$ cat config.mk
export PLATFORM = sky130hd
export DESIGN_NAME = longest_remaining_job_scheduler
export DESIGN_NICKNAME = d
export VERILOG_FILES = /design/src/rtl/lrjs_pkg.sv /design/src/rtl/lrjs_table.sv /design/src/rtl/longest_remaining_job_scheduler.sv
export SDC_FILE = /design/constraint.sdc
export NUM_CORES = 1
export LEC_CHECK = 0
export BUFFER_PORTS_ARGS = -buffer_cell sky130_fd_sc_hd__buf_2
export CORE_ASPECT_RATIO = 0.5
export CORE_UTILIZATION = 32
export DETAILED_ROUTE_END_ITERATION = 6
export HOLD_SLACK_MARGIN = 0.1
export PLACE_DENSITY = 0.48
export SLEW_MARGIN = 40
export SYNTH_ARGS = -nofsm -noshare
export SYNTH_HDL_FRONTEND = slang
export SYNTH_SLANG_ARGS = --single-unit
$ cat constraint.sdc
create_clock -name clk -period 7.7 [get_ports clk]
set_input_delay 0.385 -clock clk [delete_from_list [all_inputs] [get_ports clk]]
set_output_delay 0.385 -clock clk [all_outputs]
set_load 0.01 [all_outputs]
$ cat src/rtl/lrjs_pkg.sv
// Package for the longest-remaining-job scheduler.
// Holds default sizes, request and status codes, and transfer payload types.
// No dependencies.
package lrjs_pkg;

    localparam int SLOTS_DEF      = 16;
    localparam int BURST_BITS_DEF = 16;

    // Request kinds
    localparam logic REQ_ARRIVE = 1'b0;
    localparam logic REQ_TICK   = 1'b1;

    // Result status codes
    localparam logic [1:0] STAT_RAN    = 2'd0;
    localparam logic [1:0] STAT_IDLE   = 2'd1;
    localparam logic [1:0] STAT_ACCEPT = 2'd2;
    localparam logic [1:0] STAT_REJECT = 2'd3;

    typedef struct packed {
        logic        req_type;
        logic [3:0]  job_slot;
        logic [15:0] burst_len;
    } req_item_t;

    typedef struct packed {
        logic [1:0]  status;
        logic [3:0]  run_slot;
        logic        job_done;
        logic [31:0] now_time;
    } rsp_item_t;

    // Slot table write controls
    typedef struct packed {
        logic wr_en;
        logic set_live;
        logic clr_live;
    } tbl_ctl_t;

endpackage

$ cat src/rtl/lrjs_table.sv
// Slot table: remaining-burst memory with one write and one registered read
// port, plus the per-slot live flags. Depends on lrjs_pkg.
module lrjs_table #(
    parameter int SLOTS      = lrjs_pkg::SLOTS_DEF,
    parameter int BURST_BITS = lrjs_pkg::BURST_BITS_DEF,
    localparam int SW        = $clog2(SLOTS)
) (
    input  logic                  clk,
    input  logic                  rst_n,
    input  lrjs_pkg::tbl_ctl_t    ctl,
    input  logic [SW-1:0]         wr_addr,
    input  logic [BURST_BITS-1:0] wr_data,
    input  logic [SW-1:0]         rd_addr,
    output logic [BURST_BITS-1:0] rd_data,
    output logic [SLOTS-1:0]      live
);

    logic [BURST_BITS-1:0] mem [SLOTS];
    logic [BURST_BITS-1:0] rd_data_reg;
    logic [SLOTS-1:0]      live_reg;

    // Write the burst memory and register the read data
    always_ff @(posedge clk)
    begin
        if (ctl.wr_en)
        begin
            mem[wr_addr] <= wr_data;
        end
        rd_data_reg <= mem[rd_addr];
    end

    // Set or drop live flags at the write address
    always_ff @(posedge clk or negedge rst_n)
    begin
        if (!rst_n)
        begin
            live_reg <= '0;
        end
        else if (ctl.set_live)
        begin
            live_reg[wr_addr] <= 1'b1;
        end
        else if (ctl.clr_live)
        begin
            live_reg[wr_addr] <= 1'b0;
        end
    end

    assign rd_data = rd_data_reg;
    assign live    = live_reg;

endmodule

$ cat src/rtl/longest_remaining_job_scheduler.sv
// Arrival: taken in IDLE, then passed through EMIT to the output register; requests stall outside IDLE.
// Tick: one pass over all SLOTS entries in SCAN through the single memory read port
// and one comparator, then UPDATE writes back the chosen job and EMIT hands on the result.
// A result held in the output register does not block the next accept; the one after waits.
// Reset (rst_n low, asynchronous) clears live flags, time and control state.
// Top level of the longest-remaining-job scheduler; uses lrjs_pkg, lrjs_table.
module longest_remaining_job_scheduler #(
    parameter int SLOTS      = lrjs_pkg::SLOTS_DEF,
    parameter int BURST_BITS = lrjs_pkg::BURST_BITS_DEF
) (
    input  logic                clk,
    input  logic                rst_n,
    input  logic                req_valid,
    output logic                req_stall,
    input  lrjs_pkg::req_item_t req_data,
    output logic                rsp_valid,
    input  logic                rsp_stall,
    output lrjs_pkg::rsp_item_t rsp_data
);

    localparam int SW = $clog2(SLOTS);
    localparam int CW = $clog2(SLOTS + 1);

    typedef enum logic [3:0] {
        ST_IDLE   = 4'b0001,
        ST_SCAN   = 4'b0010,
        ST_UPDATE = 4'b0100,
        ST_EMIT   = 4'b1000
    } state_t;

    state_t                state_reg, state_next;
    logic [CW-1:0]         cnt_reg, cnt_next;
    logic                  pv_reg, pv_next;
    logic [SW-1:0]         pidx_reg, pidx_next;
    logic                  found_reg, found_next;
    logic [SW-1:0]         best_reg, best_next;
    logic [BURST_BITS-1:0] best_val_reg, best_val_next;
    logic [31:0]           time_reg, time_next;
    lrjs_pkg::rsp_item_t   res_reg, res_next;
    logic                  rsp_valid_reg, rsp_valid_next;
    lrjs_pkg::rsp_item_t   rsp_data_reg, rsp_data_next;

    lrjs_pkg::tbl_ctl_t    ctl;
    logic [SW-1:0]         wr_addr;
    logic [BURST_BITS-1:0] wr_data;
    logic [BURST_BITS-1:0] rd_data;
    logic [SLOTS-1:0]      live;

    logic                  req_xfer;
    logic [8:0]            slot_ext;
    logic                  in_range;
    logic [SW-1:0]         arr_idx;
    logic [BURST_BITS-1:0] arr_burst;
    logic                  arr_ok;
    logic [BURST_BITS-1:0] dec_val;
    logic [8:0]            best_ext;

    lrjs_table #(
        .SLOTS      (SLOTS),
        .BURST_BITS (BURST_BITS)
    ) u_table (
        .clk     (clk),
        .rst_n   (rst_n),
        .ctl     (ctl),
        .wr_addr (wr_addr),
        .wr_data (wr_data),
        .rd_addr (cnt_reg[SW-1:0]),
        .rd_data (rd_data),
        .live    (live)
    );

    assign req_stall = (state_reg != ST_IDLE);
    assign req_xfer  = req_valid && !req_stall;

    // Decode the arrival
    assign slot_ext  = {5'd0, req_data.job_slot};
    assign in_range  = (slot_ext < 9'(SLOTS));
    assign arr_idx   = slot_ext[SW-1:0];
    assign arr_burst = BURST_BITS'(req_data.burst_len);
    assign arr_ok    = in_range && (arr_burst != '0) && !live[arr_idx];

    assign dec_val   = best_val_reg - 1'b1;
    assign best_ext  = 9'(best_reg);

    // Sequencer
    always_comb
    begin
        state_next     = state_reg;
        cnt_next       = cnt_reg;
        pv_next        = 1'b0;
        pidx_next      = cnt_reg[SW-1:0];
        found_next     = found_reg;
        best_next      = best_reg;
        best_val_next  = best_val_reg;
        time_next      = time_reg;
        res_next       = res_reg;
        ctl            = '0;
        wr_addr        = arr_idx;
        wr_data        = arr_burst;
        rsp_valid_next = rsp_valid_reg && rsp_stall;
        rsp_data_next  = rsp_data_reg;

        case (state_reg)
            ST_IDLE:
            begin
                if (req_xfer)
                begin
                    res_next.run_slot = '0;
                    res_next.job_done = 1'b0;
                    res_next.now_time = time_reg;
                    if (req_data.req_type == lrjs_pkg::REQ_ARRIVE)
                    begin
                        ctl.wr_en       = arr_ok;
                        ctl.set_live    = arr_ok;
                        res_next.status = arr_ok ? lrjs_pkg::STAT_ACCEPT
                                                 : lrjs_pkg::STAT_REJECT;
                        state_next      = ST_EMIT;
                    end
                    else
                    begin
                        time_next  = time_reg + 32'd1;
                        cnt_next   = '0;
                        found_next = 1'b0;
                        state_next = ST_SCAN;
                    end
                end
            end
            ST_SCAN:
            begin
                // Issue the next read, then compare the data that just returned
                if (cnt_reg != CW'(SLOTS))
                begin
                    cnt_next = cnt_reg + 1'b1;
                    pv_next  = 1'b1;
                end
                else
                begin
                    state_next = ST_UPDATE;
                end
                if (pv_reg && live[pidx_reg] &&
                    (!found_reg || (rd_data > best_val_reg)))
                begin
                    found_next    = 1'b1;
                    best_next     = pidx_reg;
                    best_val_next = rd_data;
                end
            end
            ST_UPDATE:
            begin
                // Run the chosen job for one unit
                wr_addr           = best_reg;
                wr_data           = dec_val;
                ctl.wr_en         = found_reg;
                ctl.clr_live      = found_reg && (dec_val == '0);
                res_next.now_time = time_reg;
                if (found_reg)
                begin
                    res_next.status   = lrjs_pkg::STAT_RAN;
                    res_next.run_slot = best_ext[3:0];
                    res_next.job_done = (dec_val == '0);
                end
                else
                begin
                    res_next.status   = lrjs_pkg::STAT_IDLE;
                    res_next.run_slot = '0;
                    res_next.job_done = 1'b0;
                end
                state_next = ST_EMIT;
            end
            ST_EMIT:
            begin
                // Hand the result to the output register once it is free
                if (!rsp_valid_reg || !rsp_stall)
                begin
                    rsp_valid_next = 1'b1;
                    rsp_data_next  = res_reg;
                    state_next     = ST_IDLE;
                end
            end
            default:
            begin
                state_next = ST_IDLE;
            end
        endcase
    end

    // Control registers
    always_ff @(posedge clk or negedge rst_n)
    begin
        if (!rst_n)
        begin
            state_reg     <= ST_IDLE;
            cnt_reg       <= '0;
            pv_reg        <= 1'b0;
            found_reg     <= 1'b0;
            time_reg      <= '0;
            rsp_valid_reg <= 1'b0;
        end
        else
        begin
            state_reg     <= state_next;
            cnt_reg       <= cnt_next;
            pv_reg        <= pv_next;
            found_reg     <= found_next;
            time_reg      <= time_next;
            rsp_valid_reg <= rsp_valid_next;
        end
    end

    // Payload registers
    always_ff @(posedge clk)
    begin
        pidx_reg     <= pidx_next;
        best_reg     <= best_next;
        best_val_reg <= best_val_next;
        res_reg      <= res_next;
        rsp_data_reg <= rsp_data_next;
    end

    assign rsp_valid = rsp_valid_reg;
    assign rsp_data  = rsp_data_reg;

endmodule

Yosys cells after proc, flatten, opt, wreduce, memory -nomap -nowiden
Memory sizes are Yosys's and may differ from the RTL's. A register that Yosys moved wholly into a read port is not among the register bits. Index checks and enable logic that the tools add are counted.

Magnitude comparators: 6. Bitwise logic cells: 3. Reduce and logical (&&, ||, !) cells: 28. Add/subtract/negate cells: 3. Equal/unequal tests: 13. Mux-type cells: 39.

Operators with widths (count): 39-bit one-hot mux with 2 select lines (1); 16-bit two-way mux (3); 39-bit two-way mux (1); 32-bit by 1-bit adder with 32-bit output, second input constant (1); 4-bit by 5-bit less-than comparator with 1-bit output, second input constant (4); 4-bit two-way mux (5); 16-bit bitwise AND (1); 16-bit greater-than comparator (1); 16-bit zero test (1); 16-bit NOT (1); 16-bit bitwise OR (1); 4-bit one-hot mux with 4 select lines (1); 16-bit nonzero test (1); 16-bit by 1-bit subtractor with 16-bit output, second input constant (1); 1-bit two-way mux (15); 5-bit two-way mux (3); 2-bit inequality test, second input constant (7); 5-bit one-hot mux with 2 select lines (1); 3-bit AND reduction (3); 1-bit binary-select mux with 4-bit select (2); 1-bit logical AND (8); 4-bit AND reduction (2); 2-bit two-way mux (3); 6-bit two-way mux (1); 14 further kinds (24).

Memories: 1. Register bits after elaboration: 162. Bits in writable memories: 256. Output and inout port bits: 41. Input port bits: 25. Word-level logic and storage cells: 111.

Memories: u_table.mem (depth 16, width 16, rd ports 1, clocked after Yosys merged registers in 1, wr ports 1, RTL line lrjs_table.sv:18) `logic [BURST_BITS-1:0] mem [SLOTS];`.

Logic depth before layout (Yosys ltp)
Word-level depth: 10. Gate-level depth with buffers: 10. Depth with buffers taken out: 8.

Hierarchy
A second synthesis with hierarchy kept.

Cell total of the unflattened synthesis: 968. Area total of the unflattened synthesis: 17075.1 µm².

Modules (own cells, without submodules): lrjs_table (sequential area each 8408.1 µm², times used 1, area an instance 10691.5 µm², cells each 498); longest_remaining_job_scheduler (sequential area each 4125.2 µm², times used 1, area an instance 6383.6 µm², cells each 470).

Least setup slack after synthesis
Ideal clock, no wire load.

Path type: register to register. Start: register state_reg[0]. End: register rsp_data_reg (netlist bit rsp_data[0]) (enable). Data arrival time: 3.124 ns. Library setup time: 0.448 ns. Buffers on the path: 1. Path slack: 4.127 ns. Data required time: 7.252 ns. Stages on the path, launching flop included: 4. Period minus slack after synthesis: 3.573 ns. Cell sequence: dfstp_2 clkbuf_1 or4b_2 a21oi_1.

Cells in the longest elaborated chain, start to end: 2.

Ends and longest elaborated chain: from (decl) (RTL line longest_remaining_job_scheduler.sv:31) `state_t state_reg, state_next;`; from (signal assigned) (RTL line longest_remaining_job_scheduler.sv:201) `state_reg <= state_next;`; 4-bit == test (RTL line longest_remaining_job_scheduler.sv:103) `case (state_reg)`; 2-bit AND reduction (no line); to (signal assigned) (RTL line longest_remaining_job_scheduler.sv:217) `rsp_data_reg <= rsp_data_next;`; to (decl) (RTL line longest_remaining_job_scheduler.sv:41) `lrjs_pkg::rsp_item_t rsp_data_reg, rsp_data_next;`.

Every way passes these cells. A chain may end at the register's enable or synchronous reset.

==> impl_metrics.tcl <==
set metrics [dict create \
    fillerInstances 4832 \
    largest_reg_flops 256 \
    timing.critical_path.buf_inv 0 \
    synth_compound_area_share_pct 2.87 \
    timing.hold.worst.class "input port to flip-flop" \
    grt_overflow_total 0 \
    cts.sink_count 434 \
    crit_type "flip-flop to flip-flop" \
    track_usage_pct 15.0 \
    post_synth.cell_area_avg_um2 17.7 \
    finalCriticalPeriod_ns 3.16 \
    maximum_number_of_pins_on_one_net_before_global_route_repair 69 \
    drt-initial-drc-count 757 \
    met3_length_um 2430 \
    via_count 8929 \
    netlist_instances 973 \
    portBuffers 65 \
    synthSimpleGateAreaFrac_pct 6.73 \
    cts_tree "built" \
    placement.cell_area_um2 18600 \
    worstPathCellList "mux4_2, a22oi_2, o211ai_1, or4_4, and2_4, nor2_4" \
    detailroute.wirelength.met2_um 19500 \
    die-width_um 330 \
    effective_utilization_at_floorplan_pct 32.8 \
    multiInputGateArea_um2 4560 \
    design_power_total_mw 5.86 \
    yosys_warnings 0 \
    critical_path_sink_type "flip-flop" \
    path_max_fanout 17 \
    antenna_violating_nets_post_route 0 \
    power.static_leakage_nw 6.85 \
    via_per_inst 4.95 \
    synth_fa_ha_area_share_pct 1.53 \
    critPathTopFamily "simple AND/OR/NAND/NOR gates" \
    gp_routability_congestion 0.860 \
    p_per_area_nw_per_um2 294 \
    core_region_area_um2 52600 \
    floorplan.io_pins 66 \
    worst-slew-pin-transition_ns 0.809 \
    ratio_of_cells_with_drive_above_1_in_the_final_layout_pct 24.7 \
    placedCellCount 1722 \
    synth_enable_flop_cells 354 \
    first_global_vias 9095 \
    layout.cells.most_common_list "sky130_fd_sc_hd__edfxtp_1, sky130_fd_sc_hd__mux4_2, sky130_fd_sc_hd__nand2_1" \
    layout-area-overhead-vs-synth_pct 16.0 \
    synth-xor-area-share_pct 2.49 \
    cts-resized-gates 0 \
    drc 0 \
    timing.slew.headroom_pct 45.6 \
    syn-num-nets 1019 \
    layout_commonest_cell "sky130_fd_sc_hd__edfxtp_1" \
    routed_wirelength_um 41000 \
    stdcell_count 1803 \
    grt_pass1_wl_um 60500 \
    register_bit_count_reported_by_yosys 434 \
    worst_setup_path_start_kind "flip-flop" \
    mappedNetlistArea_um2 17200 \
    max_cap_viol_count 0 \
    cts-htree-levels 2 \
    layout.area.seq_um2 12500 \
    cp_required_ns 7.88 \
    insertion_delay_ns 0.56 \
    tritoncts.num_buffers 43 \
    final_nets 1113 \
    die_h_um 166 \
    cts.root.buffer_cell "sky130_fd_sc_hd__clkbuf_16" \
    run_status "complete, no violations" \
    skew_ns 0.0177 \
    timing.fmax_ghz 0.317 \
    final_util_pct 38.0 \
    post_synth_num_cell_types 58 \
    timing.critical_path.arrival_ns 3.34 \
    hold_viol 0 \
    synthArstFlopShare_pct 13.8 \
    wl_per_cell_um 22.7 \
    preCtsSetupSlack_ns 4.04 \
    worst_path_max_delay_cell "sky130_fd_sc_hd__or4_4" \
    muxShareOfSynthArea_pct 11.7 \
    antenna_violations_before_repair 5 \
    cts_buffer_depth 3 \
    finalSetupTns_ns 0 \
    finalCritPeriodShare_pct 41.0 \
    synth-main-ff-cell "sky130_fd_sc_hd__edfxtp_1" \
    post_dp_hpwl_um 27500 \
    critPathMaxStageDelay_ns 0.67 \
    worstHoldStart "rsp_stall" \
    dominant_combinational_cell_family_by_area_after_synthesis "multiplexers" \
    worst_ir_drop_vdd_mv 0.142 \
    cts.clk_slew.worst_paths_ns 0.06 \
    finalSetupViolations 0 \
    route.top_layer_used "met4" \
    fin_ws_ns 4.54 \
    row_count 59 \
    final_design_area_no_fill_um2 20000 \
    rsz0062_at_grt "false" \
    detailed_routing_iterations_pass_1 4 \
    drt-met1-wl_um 17900 \
    final-max-slew-violation-count 0 \
    dieArea_um2 54800 \
    part_of_the_yosys_area_used_for_sequential_elements_pct 72.8 \
    worst_hold_check_slack_ns 0.168 \
]
[metal layers]
| metal | GRT usage, % | up-vias |
|---|---|---|
| met5 | 0 | - |
| met4 | 4.69 | 0 |
| met3 | 2.89 | 65 |
| met2 | 24.2 | 250 |
| met1 | 20.6 | 4617 |
| li1 | - | 3997 |
[worst register-to-register path: stages, from the launching register on]
cell                       delay [ns]
sky130_fd_sc_hd__dfrtp_1         0.41
sky130_fd_sc_hd__mux4_2          0.48
sky130_fd_sc_hd__a22oi_2         0.16
sky130_fd_sc_hd__o211ai_1        0.14
sky130_fd_sc_hd__or4_4           0.67
sky130_fd_sc_hd__and2_4          0.37
sky130_fd_sc_hd__nor2_4          0.55
[power by group]
part           leakage (nW)  total (mW)  switching (mW)  internal [mW]
Sequential             4.08        2.90           0.138           2.76
Combinational          2.12       0.954           0.544          0.410
Clock                 0.653        2.01           0.878           1.14
[cells by family after synthesis]
kind of cell / count (synthesis)
simple gates: 230
buf+inv: 79
mux: 89
xor+xnor: 49
flops: 434
fa+ha+maj: 21
compound gates: 71
[cell type report]
| type | count | share of cell area (%) |
|---|---|---|
| sequential | 434 | 62.7 |
| antenna | 1 | 0.0125 |
| multi-input combinational | 460 | 22.8 |
| timing repair buffer | 87 | 2.52 |
| inverter | 41 | 0.770 |
| clock buffer | 68 | 6.36 |
| tap | 701 | 4.39 |
| clock inverter | 11 | 0.394 |
[cell usage after synthesis (16+ instances only)]
master                     count  share of area [%]
sky130_fd_sc_hd__clkbuf_1     24               0.52
sky130_fd_sc_hd__dfrtp_1      59                8.6
sky130_fd_sc_hd__dfxtp_1      20                2.3
sky130_fd_sc_hd__edfxtp_1    354                 62
sky130_fd_sc_hd__ha_1         21                1.5
sky130_fd_sc_hd__inv_1        41               0.89
sky130_fd_sc_hd__mux4_2       87                 11
sky130_fd_sc_hd__nand2_1      76                1.7
sky130_fd_sc_hd__nand3_1      19               0.55
sky130_fd_sc_hd__nand4_1      19               0.69
sky130_fd_sc_hd__nor2_1       48                1.0
sky130_fd_sc_hd__o21ai_0      20               0.58
sky130_fd_sc_hd__o221ai_1     16               0.81
sky130_fd_sc_hd__xnor2_1      33                1.7
sky130_fd_sc_hd__xor2_1       16               0.81
[what timing repair did]
action	CTS	global route
hold buffers	1	0
hold endpoints to repair	59	0
setup buffers	0	0
endpoints found under the setup margin	0	0
[path summary, 6_finish.rpt]
check / cells after the start / slack, ns / endpoint
worst max register to register: 6 / 4.54 / u_table.mem[2][14]
worst min register to register: 0 / 0.42 / rsp_data[31]
worst min-delay path: 3 / 0.17 / rsp_valid
min in group asynchronous: 3 / 0.42 / asynchronous set/reset pin
max in group asynchronous: 3 / 6.79 / cnt_reg[0]
worst max-delay path: 6 / 4.54 / u_table.mem[2][14]
No activity file was read; power rests on OpenSTA's default activity.
